**src/sv/tsc_pkg.sv**
```systemverilog
`default_nettype none
package tsc_pkg;

  // Longest terminator that can be stored
  localparam int MaxTerm = 32;
  localparam int TermAw  = (MaxTerm > 1) ? $clog2(MaxTerm) : 1;
  localparam int LenW    = $clog2(MaxTerm + 1);

  localparam logic [LenW-1:0] LEN_FULL = LenW'(MaxTerm);

  // Operation codes
  localparam logic [1:0] OP_START = 2'd0;
  localparam logic [1:0] OP_BYTE  = 2'd1;
  localparam logic [1:0] OP_END   = 2'd2;

  // Result kinds
  localparam logic KIND_BODY   = 1'b0;
  localparam logic KIND_STATUS = 1'b1;

  // Scan status codes
  localparam logic [1:0] STS_NO_TERM   = 2'd0;
  localparam logic [1:0] STS_NOT_FOUND = 2'd1;
  localparam logic [1:0] STS_FOUND     = 2'd2;
  localparam logic [1:0] STS_OVERFLOW  = 2'd3;

  localparam logic [7:0] CHAR_SPACE = 8'h20;
  localparam logic [7:0] CHAR_NL    = 8'h0a;

  typedef struct packed {
    logic [1:0] operation;
    logic [7:0] byte_in;
  } in_t;

  typedef struct packed {
    logic        kind;
    logic [7:0]  body_byte;
    logic [1:0]  status;
    logic [31:0] line_number;
    logic        last;
  } out_t;

  // Controller to datapath
  typedef struct packed {
    logic       cap;        // input transfer, capture item
    logic       active;     // a scan is open at capture
    logic       clr_scan;   // empty terminator, match position zero
    logic       wr_term;    // append captured byte to terminator
    logic       pos_inc;
    logic       pos_one;
    logic       pos_clr;
    logic       fidx_clr;
    logic       fidx_inc;
    logic       rd_fidx;    // address store by flush index
    logic       emit;       // load output register
    logic       kind;
    logic [1:0] status;
    logic       src_rd;     // body byte from store read data
    logic       last;
  } tsc_cmd_t;

  // Datapath to controller
  typedef struct packed {
    logic [1:0] op;
    logic       gt_space;
    logic       len_full;
    logic       len_zero;
    logic       match;
    logic       pos_zero;
    logic       pos_done;   // one more match completes the terminator
    logic       fidx_last;
    logic       eq_first;
    logic       out_free;
  } tsc_sts_t;

endpackage
`default_nettype wire

```
**src/sv/terminated_string_collector.sv**
```systemverilog
`default_nettype none
// Scans a byte stream for a string literal closed by a terminator of the
// user's choice. A start item opens a scan; the bytes above space that follow
// form the terminator (up to 32 bytes), and the first byte at or below space
// opens the body if the terminator is not empty. Body bytes come out one per
// result, and the scan closes with a status result (found, not found, no
// terminator, overflow); the last result of each item carries last. An item
// is taken in S_ACCEPT and decided in S_EXEC against the terminator byte read
// from the store as it was taken. A mismatch after a partial match re-emits
// each prefix byte via read and output states (one store read port,
// registered), then a closing state. Output stalls hold the item in progress.
module terminated_string_collector (
  input  wire            clk_i,
  input  wire            rst_ni,
  input  wire            in_valid_i,
  output logic           in_stall_o,
  input  tsc_pkg::in_t   in_data_i,
  output logic           out_valid_o,
  input  wire            out_stall_i,
  output tsc_pkg::out_t  out_data_o
);
  import tsc_pkg::*;

  tsc_cmd_t cmd;
  tsc_sts_t sts;

  tsc_controller u_ctrl (
    .clk_i      (clk_i),
    .rst_ni     (rst_ni),
    .in_valid_i (in_valid_i),
    .in_stall_o (in_stall_o),
    .sts_i      (sts),
    .cmd_o      (cmd)
  );

  tsc_datapath u_dp (
    .clk_i       (clk_i),
    .rst_ni      (rst_ni),
    .in_data_i   (in_data_i),
    .cmd_i       (cmd),
    .sts_o       (sts),
    .out_stall_i (out_stall_i),
    .out_valid_o (out_valid_o),
    .out_data_o  (out_data_o)
  );

endmodule
`default_nettype wire

```
**src/sv/tsc_datapath.sv**
```systemverilog
`default_nettype none
module tsc_datapath (
  input  wire                clk_i,
  input  wire                rst_ni,
  input  tsc_pkg::in_t       in_data_i,
  input  tsc_pkg::tsc_cmd_t  cmd_i,
  output tsc_pkg::tsc_sts_t  sts_o,
  input  wire                out_stall_i,
  output logic               out_valid_o,
  output tsc_pkg::out_t      out_data_o
);
  import tsc_pkg::*;

  logic [7:0]        term_mem [MaxTerm];
  logic [7:0]        rd_q;
  logic [TermAw-1:0] rd_addr;
  logic [7:0]        first_q;
  logic [1:0]        op_q;
  logic [7:0]        byte_q;
  logic [LenW-1:0]   len_q, len_d;
  logic [LenW-1:0]   pos_q, pos_d;
  logic [LenW-1:0]   fidx_q, fidx_d;
  logic [31:0]       line_q, line_d;
  logic              out_valid_q;
  out_t              out_q;
  logic              in_nl;

  assign rd_addr = cmd_i.rd_fidx ? fidx_q[TermAw-1:0] : pos_q[TermAw-1:0];

  always_ff @(posedge clk_i) begin
    if (cmd_i.wr_term) begin
      term_mem[len_q[TermAw-1:0]] <= byte_q;
    end
    rd_q <= term_mem[rd_addr];
  end

  always_ff @(posedge clk_i) begin
    if (cmd_i.cap) begin
      op_q   <= in_data_i.operation;
      byte_q <= in_data_i.byte_in;
    end
    if (cmd_i.wr_term && len_q == '0) begin
      first_q <= byte_q;
    end
  end

  assign in_nl = cmd_i.cap && cmd_i.active && in_data_i.operation == OP_BYTE
                 && in_data_i.byte_in == CHAR_NL;

  always_comb begin
    len_d  = len_q;
    pos_d  = pos_q;
    fidx_d = fidx_q;
    line_d = line_q;
    if (cmd_i.clr_scan) begin
      len_d = '0;
    end else if (cmd_i.wr_term) begin
      len_d = len_q + LenW'(1);
    end
    priority if (cmd_i.clr_scan || cmd_i.pos_clr) begin
      pos_d = '0;
    end else if (cmd_i.pos_one) begin
      pos_d = LenW'(1);
    end else if (cmd_i.pos_inc) begin
      pos_d = pos_q + LenW'(1);
    end else begin
      pos_d = pos_q;
    end
    if (cmd_i.fidx_clr) begin
      fidx_d = '0;
    end else if (cmd_i.fidx_inc) begin
      fidx_d = fidx_q + LenW'(1);
    end
    if (in_nl) begin
      line_d = line_q + 32'd1;
    end
  end

  always_ff @(posedge clk_i or negedge rst_ni) begin
    if (!rst_ni) begin
      len_q  <= '0;
      pos_q  <= '0;
      fidx_q <= '0;
      line_q <= 32'd1;
    end else begin
      len_q  <= len_d;
      pos_q  <= pos_d;
      fidx_q <= fidx_d;
      line_q <= line_d;
    end
  end

  // Output register: load a result when empty or being drained
  always_ff @(posedge clk_i or negedge rst_ni) begin
    if (!rst_ni) begin
      out_valid_q <= 1'b0;
    end else if (cmd_i.emit) begin
      out_valid_q <= 1'b1;
    end else if (!out_stall_i) begin
      out_valid_q <= 1'b0;
    end
  end

  always_ff @(posedge clk_i) begin
    if (cmd_i.emit) begin
      out_q.kind        <= cmd_i.kind;
      out_q.body_byte   <= (cmd_i.kind == KIND_STATUS) ? 8'd0 :
                           (cmd_i.src_rd ? rd_q : byte_q);
      out_q.status      <= (cmd_i.kind == KIND_STATUS) ? cmd_i.status : 2'd0;
      out_q.line_number <= line_q;
      out_q.last        <= cmd_i.last;
    end
  end

  assign out_valid_o = out_valid_q;
  assign out_data_o  = out_q;

  always_comb begin
    sts_o.op        = op_q;
    sts_o.gt_space  = byte_q > CHAR_SPACE;
    sts_o.len_full  = len_q >= LEN_FULL;
    sts_o.len_zero  = len_q == '0;
    sts_o.match     = (pos_q < len_q) && (byte_q == rd_q);
    sts_o.pos_zero  = pos_q == '0;
    sts_o.pos_done  = (pos_q + LenW'(1)) >= len_q;
    sts_o.fidx_last = (fidx_q + LenW'(1)) == pos_q;
    sts_o.eq_first  = byte_q == first_q;
    sts_o.out_free  = !out_valid_q || !out_stall_i;
  end

endmodule
`default_nettype wire

```
**src/sv/tsc_controller.sv**
```systemverilog
`default_nettype none
module tsc_controller (
  input  wire                clk_i,
  input  wire                rst_ni,
  input  wire                in_valid_i,
  output logic               in_stall_o,
  input  tsc_pkg::tsc_sts_t  sts_i,
  output tsc_pkg::tsc_cmd_t  cmd_o
);
  import tsc_pkg::*;

  localparam logic [2:0] S_ACCEPT = 3'd0;
  localparam logic [2:0] S_EXEC   = 3'd1;
  localparam logic [2:0] S_FL_RD  = 3'd2;
  localparam logic [2:0] S_FL_OUT = 3'd3;
  localparam logic [2:0] S_POST   = 3'd4;

  localparam logic [1:0] PH_IDLE = 2'd0;
  localparam logic [1:0] PH_TERM = 2'd1;
  localparam logic [1:0] PH_BODY = 2'd2;

  logic [2:0] state_q, state_d;
  logic [1:0] phase_q, phase_d;

  assign in_stall_o = state_q != S_ACCEPT;

  always_comb begin
    cmd_o   = '0;
    state_d = state_q;
    phase_d = phase_q;
    unique case (state_q)
      S_ACCEPT: begin
        cmd_o.cap    = in_valid_i;
        cmd_o.active = phase_q != PH_IDLE;
        if (in_valid_i) begin
          state_d = S_EXEC;
        end
      end
      S_EXEC: begin
        priority if (sts_i.op == OP_START) begin
          cmd_o.clr_scan = 1'b1;
          phase_d        = PH_TERM;
          state_d        = S_ACCEPT;
        end else if (phase_q == PH_IDLE) begin
          state_d = S_ACCEPT;
        end else if (sts_i.op == OP_BYTE && phase_q == PH_TERM) begin
          if (sts_i.gt_space && !sts_i.len_full) begin
            cmd_o.wr_term = 1'b1;
            state_d       = S_ACCEPT;
          end else if (!sts_i.gt_space && !sts_i.len_zero) begin
            cmd_o.pos_clr = 1'b1;
            phase_d       = PH_BODY;
            state_d       = S_ACCEPT;
          end else if (sts_i.out_free) begin
            cmd_o.emit   = 1'b1;
            cmd_o.kind   = KIND_STATUS;
            cmd_o.status = sts_i.gt_space ? STS_OVERFLOW : STS_FOUND;
            cmd_o.last   = 1'b1;
            phase_d      = PH_IDLE;
            state_d      = S_ACCEPT;
          end
        end else if (sts_i.op == OP_BYTE) begin
          if (sts_i.match && !sts_i.pos_done) begin
            cmd_o.pos_inc = 1'b1;
            state_d       = S_ACCEPT;
          end else if (!sts_i.match && !sts_i.pos_zero) begin
            cmd_o.fidx_clr = 1'b1;
            state_d        = S_FL_RD;
          end else if (sts_i.out_free) begin
            // Complete match or plain body byte
            cmd_o.emit   = 1'b1;
            cmd_o.kind   = sts_i.match ? KIND_STATUS : KIND_BODY;
            cmd_o.status = STS_FOUND;
            cmd_o.last   = 1'b1;
            if (sts_i.match) begin
              cmd_o.pos_clr = 1'b1;
              phase_d       = PH_IDLE;
            end
            state_d = S_ACCEPT;
          end
        end else if (sts_i.op == OP_END) begin
          if (phase_q == PH_BODY && !sts_i.pos_zero) begin
            cmd_o.fidx_clr = 1'b1;
            state_d        = S_FL_RD;
          end else if (sts_i.out_free) begin
            cmd_o.emit   = 1'b1;
            cmd_o.kind   = KIND_STATUS;
            cmd_o.status = (phase_q == PH_TERM) ? STS_NO_TERM : STS_NOT_FOUND;
            cmd_o.last   = 1'b1;
            phase_d      = PH_IDLE;
            state_d      = S_ACCEPT;
          end
        end else begin
          state_d = S_ACCEPT;
        end
      end
      S_FL_RD: begin
        cmd_o.rd_fidx = 1'b1;
        state_d       = S_FL_OUT;
      end
      S_FL_OUT: begin
        cmd_o.rd_fidx = 1'b1;
        if (sts_i.out_free) begin
          cmd_o.emit     = 1'b1;
          cmd_o.kind     = KIND_BODY;
          cmd_o.src_rd   = 1'b1;
          // Prefix closes the item when the byte restarts a match
          cmd_o.last     = sts_i.fidx_last && sts_i.op == OP_BYTE && sts_i.eq_first;
          cmd_o.fidx_inc = 1'b1;
          state_d        = sts_i.fidx_last ? S_POST : S_FL_RD;
        end
      end
      S_POST: begin
        if (sts_i.op == OP_BYTE && sts_i.eq_first) begin
          cmd_o.pos_one = 1'b1;
          state_d       = S_ACCEPT;
        end else if (sts_i.out_free) begin
          cmd_o.emit    = 1'b1;
          cmd_o.kind    = (sts_i.op == OP_END) ? KIND_STATUS : KIND_BODY;
          cmd_o.status  = STS_NOT_FOUND;
          cmd_o.last    = 1'b1;
          cmd_o.pos_clr = 1'b1;
          if (sts_i.op == OP_END) begin
            phase_d = PH_IDLE;
          end
          state_d = S_ACCEPT;
        end
      end
      default: begin
        state_d = S_ACCEPT;
      end
    endcase
  end

  always_ff @(posedge clk_i or negedge rst_ni) begin
    if (!rst_ni) begin
      state_q <= S_ACCEPT;
      phase_q <= PH_IDLE;
    end else begin
      state_q <= state_d;
      phase_q <= phase_d;
    end
  end

endmodule
`default_nettype wire

```
**config.mk**
```make
export PLATFORM = sky130hd
export DESIGN_NAME = terminated_string_collector
export DESIGN_NICKNAME = d
export VERILOG_FILES = /design/src/sv/tsc_pkg.sv /design/src/sv/terminated_string_collector.sv /design/src/sv/tsc_datapath.sv /design/src/sv/tsc_controller.sv
export SDC_FILE = /design/constraint.sdc
export NUM_CORES = 1
export LEC_CHECK = 0
export BUFFER_PORTS_ARGS = -buffer_cell sky130_fd_sc_hd__buf_2
export CORE_AREA = 10 10 182 184
export CTS_BUF_LIST = sky130_fd_sc_hd__clkbuf_8
export DETAILED_ROUTE_END_ITERATION = 10
export DIE_AREA = 0 0 192 194
export HOLD_SLACK_MARGIN = 0.1
export PLACE_DENSITY = 0.74
export REMOVE_ABC_BUFFERS = 1
export SYNTH_ARGS = -nofsm -noshare
export SYNTH_HDL_FRONTEND = slang
export SYNTH_SLANG_ARGS = --single-unit
```
**constraint.sdc**
```tcl
create_clock -name clk_i -period 12.9 [get_ports clk_i]
set_input_delay 0 -clock clk_i [delete_from_list [all_inputs] [get_ports clk_i]]
set_output_delay 0 -clock clk_i [all_outputs]
set_load 0.01 [all_outputs]
```
==> flow_summary.yaml <==
drt:
  vias: 8661
  viasPerCell: 5.80
  ant_nets: 0
  drtIter0Drc: 770
  drc: 0
  routed_wl_mm: 32.9
  first_pass_iters: 5
  avgRoutedWirePerCell_um: 22.1
placement:
  port_buffers: 59
  globalplace.congestion: 0.844
  place_inst: 1365
  dp_hpwl_mm: 20.6
  place_area_mm2: 0.0166
sta:
  finalSetupTns_ns: 0
  hold_violations: 0
  period_share_pct: 29.1
  clock.fmax_ghz: 0.266
  fin_crit_ns: 3.76
  relSlewSlack_pct: 38.6
  whs_ns: 0.127
  fin_skew_ns: 0.0129
  worst-slew-pin-transition_ns: 0.920
  slew_violations: 0
  grt_setup_unrepaired: "no"
  finalSetupViolCount: 0
finish:
  layout-drive-gt1-share_pct: 20.3
  postLayoutCellArea_mm2: 0.0179
  n_antenna_cell: 0
  syn2layout_area_growth_pct: 12.6
  fin_cells: 1492
  final_net_count: 1085
  num-fill-cells: 2113
clock_network:
  cts-resized-gates: 0
  postCtsSetupBuffers: 0
  cts_made_buffers: 59
  cts_tree: "done"
  insertion_delay_ns: 0.60
  cts.sinks: 382
  path_clk_slew_ns: 0.07
  hold_buffers: 15
  root_buffer: "clkbuf_8"
  cts_max_level: 2
  clockBufferDepth: 3
floorplanning:
  initial_utilization_pct: 54.2
  fp-row-count: 63
  io_pins: 60
  die_y_um: 194
  die-area_mm2: 0.0372
  core_area_mm2: 0.0294
  die_x_um: 192
critical_path:
  rrSetupSlack_ns: 9.14
  end_kind: "register"
  critPathArrivalTime_ns: 4.20
  required_ns: 13.34
  crit_fanout: 39
  start_kind: "register"
  critical_path_class: "register to register"
logic_synthesis:
  syn_inst: 931
  synth.distinct_cells: 71
  yosys_register_bits: 382
  yosysSeqAreaShare_pct: 69.7
  syn_area_per_cell_um2: 17.1
  yosys_warnings: 0
  synth_top_area_share_pct: 59.9
  synthArstFlopShare_pct: 14.7
  synth.most_common_cell: "edfxtp_1"
  synthTopCellsByArea: "edfxtp_1 (60%), dfrtp_1 (8.6%), mux4_2 (5.1%)"
  netlist_top_cells_count: "edfxtp_1 (318), nor2_1 (68), dfrtp_1 (55), nand2_1 (50), xnor2_1 (40)"
  ys.flop_type: "edfxtp_1"
  synth_edf_count: 318
  syn_area_mm2: 0.0159
  synth_area_leader_cell: "edfxtp_1"
hold_path:
  hold_class: "primary input to register"
grt:
  grt_pass1_wl_mm: 51.7
  antenna_found_initial: 0
  first_global_vias: 8866
  track_usage_pct: 17.9
  gr-total-overflow: 0
  grt_max_degree: 65
pwr:
  ir_drop_mv: 0.102
  p_leak_uw: 0.00650
  power_uw: 3090
  power.density_mw_per_mm2: 172
job:
  cap_violations: 0
run_status:
  status: "finished clean"
## cell usage in the layout, fill, tap and decap left out, drive strengths merged, types with 5 or more instances in the layout
master / n
a221oi: 9
dlygate4sd3: 15
ha: 20
or3: 7
o21ai: 9
clkbuf: 63
nand2: 50
mux2i: 17
buf: 74
dfxtp: 8
and3: 7
dfrtp: 55
xor2: 26
edfxtp: 318
clkinv: 24
nor4: 7
nand4: 14
o22ai: 8
mux2: 20
nor3: 13
and4: 5
a21oi: 21
nor2b: 8
nor2: 68
mux4: 64
xnor2: 40
inv: 41
a21o: 5
nand3: 34
## per-layer routing
layer | wire length (um) | vias to the layer above | global-route usage (%)
li1 | - | 3911 | -
met1 | 14000 | 4379 | 25.0
met2 | 15900 | 334 | 28.1
met3 | 2530 | 37 | 3.67
met4 | 516 | 0 | 4.66
met5 | 0 | - | 0
## power by group
part / switching, uW / internal [uW] / total (uW)
combinational: 346 / 240 / 585
sequential: 69.0 / 1460 / 1530
clock: 463 / 514 / 977
## state kept, by name, indices dropped and copies added (netlist names)
register / flops
u_dp.term_mem: 256
u_dp.out_data_o: 44
u_dp.line_q: 32
u_dp.byte_q: 8
u_dp.first_q: 8
u_dp.rd_q: 8
u_dp.fidx_q: 6
u_dp.len_q: 6
u_dp.pos_q: 6
u_ctrl.state_q: 3
u_ctrl.phase_q: 2
u_dp.op_q: 2
u_dp.out_valid_o: 1
## cell families after synthesis
group                      after synthesis  synth area share [%]
DFF                                    382                  69.7
and+or+nand+nor                        235                  7.50
muxes                                  101                  12.3
AOI/OAI and AO/OA                       78                  3.44
xor gates and xnor gates                66                  3.63
buffers and inverters                   49                  1.88
adders and majority gates               20                  1.57
## cell type report
cell class              instances  area (um2)  share of cell area [%]
clock inverters                49         294                    1.64
repair buffers                 89         558                    3.11
inverters                      19        71.3                   0.398
clock buffers                  63         867                    4.83
multi-input cells             500        4550                    25.4
well taps                     390         488                    2.72
flip-flops and latches        382       11100                    61.9
## metrics by stage
step | util [%] | setup slack [ns]
floorplan | - | 8.02
global placement | 56.6 | 9.15
detailed placement | 56.6 | 9.10
CTS | 61.0 | 9.08
global route | 61.0 | 8.82
finish | 61.0 | 9.14
## worst max-delay path: stages (launching register included)
cell,delay (ns)
dfrtp_1,0.48
nor2b_4,0.41
mux2i_4,0.28
buf_4,0.45
buf_4,0.68
mux4_1,0.68
mux2_2,0.30
o22ai_1,0.21
a221oi_1,0.07
## final timing paths
check | startpoint | endpoint | depth (start not counted)
worst min-delay path | in_data_i[1] | u_dp.byte_q[1]$_DFFE_PP_ | 2
max in group asynchronous | rst_ni | u_ctrl.phase_q[0]$_DFFE_PN0P_ | 4
worst max register to register | u_ctrl.state_q[1]$_DFFE_PN0P_ | u_dp.rd_q[7]$_DFF_P_ | 8
worst max-delay path | u_ctrl.state_q[1]$_DFFE_PN0P_ | u_dp.rd_q[7]$_DFF_P_ | 8
min in group asynchronous | rst_ni | u_dp.line_q[25]$_DFFE_PN0P_ | 4
worst min register to register | u_dp.line_q[3]$_DFFE_PN0P_ | u_dp.out_data_o[4]$_DFFE_PP_ | 0
Power figures use the tool's default switching activity.
